==> config.mk <==
export PLATFORM = sky130hd
export DESIGN_NAME = touch_sample_filter_map_core
export DESIGN_NICKNAME = d
export VERILOG_FILES = /design/src/design/tsfm_pkg.sv /design/src/design/touch_sample_filter_map_core.sv /design/src/design/tsfm_filter.sv /design/src/design/tsfm_map_axis.sv /design/src/design/tsfm_out_stage.sv
export VERILOG_INCLUDE_DIRS = /design/src /design/src/design
export SDC_FILE = /design/constraint.sdc
export NUM_CORES = 2
export LEC_CHECK = 0
export BUFFER_PORTS_ARGS = -buffer_cell sky130_fd_sc_hd__buf_4
export CAP_MARGIN = 10
export CORE_ASPECT_RATIO = 2
export CORE_MARGIN = 5
export CORE_UTILIZATION = 40
export CTS_CLUSTER_DIAMETER = 80
export DETAILED_ROUTE_END_ITERATION = 6
export GPL_TIMING_DRIVEN = 0
export PLACE_DENSITY = 0.66
export SYNTH_ARGS = -nofsm -noshare
export SYNTH_HDL_FRONTEND = slang
export SYNTH_HIERARCHICAL = 1
export SYNTH_SLANG_ARGS = --single-unit
==> constraint.sdc <==
create_clock -name clk_i -period 12.8 [get_ports clk_i]
set_input_delay 1.28 -clock clk_i [delete_from_list [all_inputs] [get_ports clk_i]]
set_output_delay 1.28 -clock clk_i [all_outputs]
set_load 0.01 [all_outputs]
==> src/design/touch_sample_filter_map_core_defines.svh <==
// assertion macros shared by the touch sample filter and map block
// no dependencies; included by files that carry concurrent assertions
`ifndef TOUCH_SAMPLE_FILTER_MAP_CORE_DEFINES_SVH
`define TOUCH_SAMPLE_FILTER_MAP_CORE_DEFINES_SVH

// same-cycle implication, checked out of reset
`define TSFM_ASSERT_NOW(lbl, clk, rstn, ante, cons, msg) \
  lbl: assert property (@(posedge clk) disable iff (!(rstn)) (ante) |-> (cons)) \
    else $error(msg);

// next-cycle implication, checked out of reset
`define TSFM_ASSERT_NEXT(lbl, clk, rstn, ante, cons, msg) \
  lbl: assert property (@(posedge clk) disable iff (!(rstn)) (ante) |=> (cons)) \
    else $error(msg);

`endif

==> src/design/tsfm_pkg.sv <==
// shared types and constants of the touch sample filter and map block
// no dependencies
package tsfm_pkg;

  localparam int unsigned RawW   = 12;
  localparam int unsigned DiffW  = RawW + 1;
  localparam int unsigned ScaleW = 20;
  localparam int unsigned ProdW  = DiffW + ScaleW;
  localparam int unsigned FracW  = 16;
  localparam int unsigned TruncW = ProdW - FracW;
  localparam int unsigned PosW   = 12;
  localparam int unsigned SumW   = TruncW + 1;
  localparam int unsigned ScrW   = 11;
  localparam int unsigned MidW   = 8;
  localparam int unsigned CfgIdxW  = 3;
  localparam int unsigned CfgDataW = ScaleW;

  // register indexes
  localparam logic [CfgIdxW-1:0] REG_NOISE_LIMIT   = 3'd0;
  localparam logic [CfgIdxW-1:0] REG_CENTER_X_RAW  = 3'd1;
  localparam logic [CfgIdxW-1:0] REG_CENTER_Y_RAW  = 3'd2;
  localparam logic [CfgIdxW-1:0] REG_INV_SCALE_X   = 3'd3;
  localparam logic [CfgIdxW-1:0] REG_INV_SCALE_Y   = 3'd4;
  localparam logic [CfgIdxW-1:0] REG_SCREEN_WIDTH  = 3'd5;
  localparam logic [CfgIdxW-1:0] REG_SCREEN_HEIGHT = 3'd6;

  // register reset values
  localparam logic [RawW-1:0]   RST_NOISE_LIMIT   = 12'd10;
  localparam logic [RawW-1:0]   RST_CENTER_RAW    = 12'd2048;
  localparam logic [ScaleW-1:0] RST_INV_SCALE     = '0;
  localparam logic [ScrW-1:0]   RST_SCREEN_WIDTH  = 11'd240;
  localparam logic [ScrW-1:0]   RST_SCREEN_HEIGHT = 11'd320;

  localparam logic [MidW-1:0] MID_X = 8'd120;
  localparam logic [MidW-1:0] MID_Y = 8'd160;

  localparam logic signed [DiffW-1:0] CLEAR_MARGIN_X = 13'sd24;
  localparam logic signed [PosW-1:0]  CLEAR_MARGIN_Y = 12'sd16;

  localparam logic signed [SumW-1:0] POS_MAX = 18'sd2047;
  localparam logic signed [SumW-1:0] POS_MIN = -18'sd2048;
  localparam logic signed [ProdW-1:0] TRUNC_BIAS = 33'sd65535;

  typedef enum logic [2:0] {
    ACT_NONE   = 3'd0,
    ACT_REJECT = 3'd1,
    ACT_OFF    = 3'd2,
    ACT_CLEAR  = 3'd3,
    ACT_DRAW   = 3'd4
  } action_e;

  // per-beat status carried alongside the datapath
  typedef struct packed {
    logic valid;
    logic pen;
    logic pass;
  } stat_t;

endpackage

==> src/design/touch_sample_filter_map_core.sv <==
// top level of the touch sample filter and map block: config registers and the pipeline
// depends on tsfm_pkg, tsfm_filter, tsfm_map_axis, tsfm_out_stage and the defines header
//
// channel   direction  handshake             payload
// sample    in         start & !busy         pen_down, first_x/y, second_x/y
// result    out        done (one cycle)      action, pos_x, pos_y
// config    in         cfg_we_i              cfg_idx_i, cfg_wdata_i
//
// one sample beat per cycle; the result beat is shown on done once the sample has left
// the last of the register stages
// four register stages: filter/offset, scale multiply, truncate/saturate, classify
// busy is always low: the pipeline never stalls and the receiver takes every result
// reset clears the valid bits and loads the register defaults; payload flops are not reset
`include "touch_sample_filter_map_core_defines.svh"

module touch_sample_filter_map_core import tsfm_pkg::*; (
  input  logic                   clk_i,
  input  logic                   rst_ni,
  input  logic                   start,
  output logic                   busy,
  input  logic                   pen_down_i,
  input  logic [RawW-1:0]        first_x_i,
  input  logic [RawW-1:0]        first_y_i,
  input  logic [RawW-1:0]        second_x_i,
  input  logic [RawW-1:0]        second_y_i,
  input  logic                   cfg_we_i,
  input  logic [CfgIdxW-1:0]     cfg_idx_i,
  input  logic [CfgDataW-1:0]    cfg_wdata_i,
  output logic                   done_o,
  output logic [2:0]             action_o,
  output logic signed [PosW-1:0] pos_x_o,
  output logic signed [PosW-1:0] pos_y_o
);

  logic [RawW-1:0]   noise_limit_q, center_x_q, center_y_q;
  logic [ScaleW-1:0] inv_scale_x_q, inv_scale_y_q;
  logic [ScrW-1:0]   screen_width_q, screen_height_q;

  stat_t                   stat1, stat2_q, stat3_q;
  logic signed [DiffW-1:0] diff_x, diff_y;
  logic signed [PosW-1:0]  pos_x, pos_y;
  action_e                 action;
  logic                    accept;

  assign busy   = 1'b0;
  assign accept = start && !busy;

  always_ff @(posedge clk_i or negedge rst_ni) begin
    if (!rst_ni) begin
      noise_limit_q   <= RST_NOISE_LIMIT;
      center_x_q      <= RST_CENTER_RAW;
      center_y_q      <= RST_CENTER_RAW;
      inv_scale_x_q   <= RST_INV_SCALE;
      inv_scale_y_q   <= RST_INV_SCALE;
      screen_width_q  <= RST_SCREEN_WIDTH;
      screen_height_q <= RST_SCREEN_HEIGHT;
    end else if (cfg_we_i) begin
      unique case (cfg_idx_i)
        REG_NOISE_LIMIT:   noise_limit_q   <= cfg_wdata_i[RawW-1:0];
        REG_CENTER_X_RAW:  center_x_q      <= cfg_wdata_i[RawW-1:0];
        REG_CENTER_Y_RAW:  center_y_q      <= cfg_wdata_i[RawW-1:0];
        REG_INV_SCALE_X:   inv_scale_x_q   <= cfg_wdata_i[ScaleW-1:0];
        REG_INV_SCALE_Y:   inv_scale_y_q   <= cfg_wdata_i[ScaleW-1:0];
        REG_SCREEN_WIDTH:  screen_width_q  <= cfg_wdata_i[ScrW-1:0];
        REG_SCREEN_HEIGHT: screen_height_q <= cfg_wdata_i[ScrW-1:0];
        default: ;
      endcase
    end
  end

  tsfm_filter u_filter (
    .clk_i         (clk_i),
    .rst_ni        (rst_ni),
    .accept_i      (accept),
    .pen_down_i    (pen_down_i),
    .first_x_i     (first_x_i),
    .first_y_i     (first_y_i),
    .second_x_i    (second_x_i),
    .second_y_i    (second_y_i),
    .noise_limit_i (noise_limit_q),
    .center_x_i    (center_x_q),
    .center_y_i    (center_y_q),
    .stat_o        (stat1),
    .diff_x_o      (diff_x),
    .diff_y_o      (diff_y)
  );

  // status follows the two map stages
  always_ff @(posedge clk_i or negedge rst_ni) begin
    if (!rst_ni) begin
      stat2_q <= '0;
      stat3_q <= '0;
    end else begin
      stat2_q <= stat1;
      stat3_q <= stat2_q;
    end
  end

  tsfm_map_axis u_map_x (
    .clk_i   (clk_i),
    .diff_i  (diff_x),
    .scale_i ($signed(inv_scale_x_q)),
    .mid_i   (MID_X),
    .pos_o   (pos_x)
  );

  tsfm_map_axis u_map_y (
    .clk_i   (clk_i),
    .diff_i  (diff_y),
    .scale_i ($signed(inv_scale_y_q)),
    .mid_i   (MID_Y),
    .pos_o   (pos_y)
  );

  tsfm_out_stage u_out (
    .clk_i           (clk_i),
    .rst_ni          (rst_ni),
    .stat_i          (stat3_q),
    .pos_x_i         (pos_x),
    .pos_y_i         (pos_y),
    .screen_width_i  (screen_width_q),
    .screen_height_i (screen_height_q),
    .done_o          (done_o),
    .action_o        (action),
    .pos_x_o         (pos_x_o),
    .pos_y_o         (pos_y_o)
  );

  assign action_o = action;

  `TSFM_ASSERT_NOW(a_done_from_start, clk_i, rst_ni, done_o, $past(start, 4),
    "result beat without an accepted sample four cycles earlier")
  `TSFM_ASSERT_NOW(a_zero_pos, clk_i, rst_ni,
    done_o && (action == ACT_NONE || action == ACT_REJECT),
    pos_x_o == '0 && pos_y_o == '0, "no-touch or rejected beat carries a position")
  `TSFM_ASSERT_NOW(a_clear_zone, clk_i, rst_ni, done_o && action == ACT_CLEAR,
    !pos_y_o[PosW-1] && !pos_x_o[PosW-1] && pos_y_o < CLEAR_MARGIN_Y,
    "clear zone beat outside the top band")
  `TSFM_ASSERT_NEXT(a_stage_chain, clk_i, rst_ni, stat1.valid, stat2_q.valid,
    "valid bit lost between filter and multiply stage")

endmodule

==> src/design/tsfm_filter.sv <==
// stage 1: noise check, averaging and center offset of both axes
// depends on tsfm_pkg
module tsfm_filter import tsfm_pkg::*; (
  input  logic                    clk_i,
  input  logic                    rst_ni,
  input  logic                    accept_i,
  input  logic                    pen_down_i,
  input  logic [RawW-1:0]         first_x_i,
  input  logic [RawW-1:0]         first_y_i,
  input  logic [RawW-1:0]         second_x_i,
  input  logic [RawW-1:0]         second_y_i,
  input  logic [RawW-1:0]         noise_limit_i,
  input  logic [RawW-1:0]         center_x_i,
  input  logic [RawW-1:0]         center_y_i,
  output stat_t                   stat_o,
  output logic signed [DiffW-1:0] diff_x_o,
  output logic signed [DiffW-1:0] diff_y_o
);

  logic [RawW-1:0]         adx, ady;
  logic [RawW:0]           sum_x, sum_y;
  logic [RawW-1:0]         avg_x, avg_y;
  stat_t                   stat_d, stat_q;
  logic signed [DiffW-1:0] diff_x_d, diff_y_d, diff_x_q, diff_y_q;

  always_comb begin
    adx = (first_x_i > second_x_i) ? first_x_i - second_x_i : second_x_i - first_x_i;
    ady = (first_y_i > second_y_i) ? first_y_i - second_y_i : second_y_i - first_y_i;
    sum_x = {1'b0, first_x_i} + {1'b0, second_x_i};
    sum_y = {1'b0, first_y_i} + {1'b0, second_y_i};
    avg_x = sum_x[RawW:1];
    avg_y = sum_y[RawW:1];
    diff_x_d = $signed({1'b0, avg_x}) - $signed({1'b0, center_x_i});
    diff_y_d = $signed({1'b0, avg_y}) - $signed({1'b0, center_y_i});
    stat_d.valid = accept_i;
    stat_d.pen   = pen_down_i;
    stat_d.pass  = (adx < noise_limit_i) && (ady < noise_limit_i);
  end

  always_ff @(posedge clk_i or negedge rst_ni) begin
    if (!rst_ni) begin
      stat_q <= '0;
    end else begin
      stat_q <= stat_d;
    end
  end

  always_ff @(posedge clk_i) begin
    diff_x_q <= diff_x_d;
    diff_y_q <= diff_y_d;
  end

  assign stat_o   = stat_q;
  assign diff_x_o = diff_x_q;
  assign diff_y_o = diff_y_q;

endmodule

==> src/design/tsfm_map_axis.sv <==
// stages 2 and 3 of one axis: scale multiply, then truncation, offset and saturation
// depends on tsfm_pkg
module tsfm_map_axis import tsfm_pkg::*; (
  input  logic                     clk_i,
  input  logic signed [DiffW-1:0]  diff_i,
  input  logic signed [ScaleW-1:0] scale_i,
  input  logic [MidW-1:0]          mid_i,
  output logic signed [PosW-1:0]   pos_o
);

  logic signed [ProdW-1:0]  prod_d, prod_q;
  logic signed [ProdW-1:0]  biased;
  logic signed [TruncW-1:0] trunc;
  logic signed [SumW-1:0]   pos_full;
  logic signed [PosW-1:0]   pos_d, pos_q;

  assign prod_d = diff_i * scale_i;

  always_comb begin
    // bias negatives so the arithmetic shift rounds toward zero
    biased   = prod_q + (prod_q[ProdW-1] ? TRUNC_BIAS : '0);
    trunc    = biased[ProdW-1:FracW];
    pos_full = $signed({{(SumW-MidW){1'b0}}, mid_i}) - $signed({trunc[TruncW-1], trunc});
    if (pos_full > POS_MAX) begin
      pos_d = POS_MAX[PosW-1:0];
    end else if (pos_full < POS_MIN) begin
      pos_d = POS_MIN[PosW-1:0];
    end else begin
      pos_d = pos_full[PosW-1:0];
    end
  end

  always_ff @(posedge clk_i) begin
    prod_q <= prod_d;
    pos_q  <= pos_d;
  end

  assign pos_o = pos_q;

endmodule

==> src/design/tsfm_out_stage.sv <==
// stage 4: point classification and the registered result beat
// depends on tsfm_pkg
module tsfm_out_stage import tsfm_pkg::*; (
  input  logic                   clk_i,
  input  logic                   rst_ni,
  input  stat_t                  stat_i,
  input  logic signed [PosW-1:0] pos_x_i,
  input  logic signed [PosW-1:0] pos_y_i,
  input  logic [ScrW-1:0]        screen_width_i,
  input  logic [ScrW-1:0]        screen_height_i,
  output logic                   done_o,
  output action_e                action_o,
  output logic signed [PosW-1:0] pos_x_o,
  output logic signed [PosW-1:0] pos_y_o
);

  logic                    off;
  logic                    clear;
  logic signed [DiffW-1:0] clear_lim;
  logic                    done_d, done_q;
  action_e                 action_d, action_q;
  logic signed [PosW-1:0]  pos_x_d, pos_y_d, pos_x_q, pos_y_q;

  always_comb begin
    // size compares only matter when both positions are non-negative
    off = pos_x_i[PosW-1] || pos_y_i[PosW-1]
       || (pos_x_i >= $signed({1'b0, screen_width_i}))
       || (pos_y_i >= $signed({1'b0, screen_height_i}));
    clear_lim = $signed({2'b00, screen_width_i}) - CLEAR_MARGIN_X;
    clear = ($signed({pos_x_i[PosW-1], pos_x_i}) > clear_lim) && (pos_y_i < CLEAR_MARGIN_Y);

    done_d  = stat_i.valid;
    pos_x_d = '0;
    pos_y_d = '0;
    if (!stat_i.pen) begin
      action_d = ACT_NONE;
    end else if (!stat_i.pass) begin
      action_d = ACT_REJECT;
    end else begin
      pos_x_d = pos_x_i;
      pos_y_d = pos_y_i;
      if (off) begin
        action_d = ACT_OFF;
      end else if (clear) begin
        action_d = ACT_CLEAR;
      end else begin
        action_d = ACT_DRAW;
      end
    end
  end

  always_ff @(posedge clk_i or negedge rst_ni) begin
    if (!rst_ni) begin
      done_q <= 1'b0;
    end else begin
      done_q <= done_d;
    end
  end

  always_ff @(posedge clk_i) begin
    action_q <= action_d;
    pos_x_q  <= pos_x_d;
    pos_y_q  <= pos_y_d;
  end

  assign done_o   = done_q;
  assign action_o = action_q;
  assign pos_x_o  = pos_x_q;
  assign pos_y_o  = pos_y_q;

endmodule

==> metrics <==
CTS buffer count 27; Slew headroom a little over two fifths; critical path class register to register; clock period minus worst slack 7.18 ns; hold buffers post-CTS 0; startpoint types register; register area share after synthesis between 10% and 20%; initial antenna violation count 0; Via density 5.28; layout cells sized above 1 a little under a tenth; worst hold path class register to register; register-to-register setup slack 5.62 ns; first-pass GRT wire length around 150000 um; area added between synthesis and finish 9.43%; Worst-Skew Late Latency around 0.61 ns; routability cong. about 0.94; total global routing overflow 0; GR Util met2 between 40% and 50%; number of global-route vias before repair approximately 28000; Die Y ~420 um; wire per inst around 20 um; max_cap viols 0; post-synth top area cell fa_1; hpwl dp between 80000 and 90000 um; top-count cell post-synth inv_1; Hold Vio Cnt, Final 0; Total Routed Length between 90000 and 100000 um; multi-input gate area in the final layout 25500 um2; Synth Instances between 3000 and 4000; Final #Nets approximately 4600; die width 216 um; number of synthesized flops with an enable pin 0; largest net degree at the start of global routing 60; status completed; H-tree levels 1; CTS resizes 0; FF+latch count, synth ~250; Post-route DRC 0; Tcrit/Tclk final 56.1%; GRT Util Overall approximately a fifth; library cells used by synthesis approximately 110; Clock Sinks between 200 and 300; Via Count about 25000; Synth Area in Compound Gates 10.0%; die area 91000 um2; ys async rst share a little over two fifths; post-synth top area share roughly 29%; fmax between 100 and 150 MHz; dpl cell area between 30000 and 40000 um2; endpoint class of the critical path register; fin. max-slew vios 0; Pre-Repair DR Iteration Count 5; Synthesis Warnings 6; Post-DRT Antenna Nets 0; Fin Setup TNS 0 ns; First DRT Iteration DRCs 1074; Synth Flop Type dfxtp_1; core area approximately 84000 um2; Design Area, Final 37100 um2; Req. time, crit path 13.28 ns; mux contribution to synthesized area 4.54%; row count approximately 150; CTS tree built; Cell Area, Synth ~34000 um2; r2r startpoint inv_scale_x_q[5]; global routing met3 resource utilization under 10%; Root Buffer clkbuf_16; clock slew at reported path FFs 0.07 ns; Worst-Margin Slew 0.849 ns; top cells by instance count after synthesis inv_1, fa_1, ha_1; Worst Clk Skew 0.0597 ns; post-synthesis xor/xnor area fraction 4.26%; Setup violations, final 0; Arrival @ worst endpoint about 7.7 ns; Synth Area in Adders between 40% and 50%; Synth Area in Simple Gates roughly 14%; Antenna diodes 0; fin util a little over two fifths; Mapped Avg Cell Area 9.53 um2; RSZ-0062 raised after global routing false; io pins 105; Initial Util 40.1%; grt peak-use layer met2; sequential standard cell area roughly 5600 um2; clock buffer depth 3; largest family of logic cells by synthesized area adder cells; RR Endpoint u_map_x/prod_q[30]; Post-CTS Setup Inserts 0; crit path capture u_map_x/prod_q[30]; Crit. Startpoint inv_scale_x_q[5]; crit-path max FO 10; grt met1 use roughly 18%; fillers ~8100; synth top area cells fa_1, ha_1, dfxtp_1; reg2reg path depth 22; Port Buf Inserts approximately 100
==> state kept, by name, indices dropped and copies added, names as in the netlist, 3 cells and up <==
register           count
stat2_q                3
u_map_y/prod_q        33
u_filter/stat_o        3
u_out/pos_y_o         12
center_y_q            12
inv_scale_x_q         20
u_filter/diff_x_o     13
screen_height_q       11
u_map_x/pos_o         12
center_x_q            12
inv_scale_y_q         20
noise_limit_q         12
u_map_y/pos_o         12
u_out/action_o         3
stat3_q                3
u_filter/diff_y_o     13
u_map_x/prod_q        33
screen_width_q        11
u_out/pos_x_o         12
==> worst min path at each step <==
stage | from | endpoint | slack, ns | depth (start not counted)
after floorplan | u_filter/stat_o[0] | stat2_q[0] | 0.33 | 0
after global placement | stat2_q[0] | stat3_q[0] | 0.33 | 0
after detailed placement | stat2_q[2] | stat3_q[2] | 0.34 | 0
after CTS | stat2_q[2] | stat3_q[2] | 0.35 | 0
after global routing | u_filter/stat_o[2] | stat2_q[2] | 0.37 | 0
final | stat2_q[2] | stat3_q[2] | 0.35 | 0
==> critical path, stage by stage (launching register included) <==
cell	delay, ns
dfrtp_1	0.50
clkbuf_1	0.47
nand2_1	0.16
fa_1	0.62
fa_1	0.45
fa_1	0.49
inv_1	0.05
fa_1	0.52
inv_1	0.05
fa_1	0.52
inv_1	0.04
ha_1	0.29
ha_1	0.36
a21o_1	0.23
nor3_1	0.13
o21ai_0	0.29
and4_1	0.33
o311a_1	0.40
o311ai_0	0.47
a21oi_1	0.19
o211a_1	0.25
nor2_1	0.10
xnor2_1	0.13
==> layer usage <==
metal  share of wire [%]  vias up
met5                   0        -
met4                 9.6        0
met3                 3.3      318
met2                  56      657
met1                  31    12600
li1                    -    11700
==> placed cells by master (no fill, tap or decap), types with 61 or more instances in the layout <==
master / Yosys / routed
inv_1: 586 / 586
fa_1: 488 / 488
ha_1: 356 / 356
nand2_1: 353 / 353
and2_1: 201 / 201
nor2_1: 155 / 155
dfxtp_1: 143 / 143
a21oi_1: 129 / 129
buf_4: 11 / 113
xnor2_1: 110 / 110
clkbuf_1: 99 / 104
dfrtp_1: 98 / 98
o21ai_0: 76 / 76
mux2_2: 61 / 61
==> cells by family after synthesis <==
family,after synthesis
AOI/OAI and AO/OA,480
and+or+nand+nor,963
xor gates and xnor gates,165
other,2
DFF,251
adders and majority gates,844
muxes,126
buffers and inverters,725
==> final cells by class <==
cell class | count | share of cell area (%)
Clock inverter | 14 | 0.644
Buffer | 139 | 1.82
Sequential cell | 251 | 15.0
Clock buffer | 36 | 2.02
Inverter | 586 | 5.93
Multi-Input combinational cell | 2597 | 68.8
Tap cell | 1071 | 3.61
Timing Repair Buffer | 104 | 2.17
==> per-stage QoR <==
| stage | std cells | hold slack (ns) | setup slack (ns) |
|---|---|---|---|
| floorplan | 3573 | 0.331 | 6.62 |
| global placement | 4747 | 0.333 | 5.72 |
| detailed placement | 4748 | 0.338 | 5.69 |
| CTS | 4798 | 0.354 | 5.62 |
| global route | 4798 | 0.374 | 5.15 |
| finish | 4798 | 0.351 | 5.62 |
Power is not shown: default switching activity piles up to over one toggle a cycle in this logic, so the estimate is an artifact.
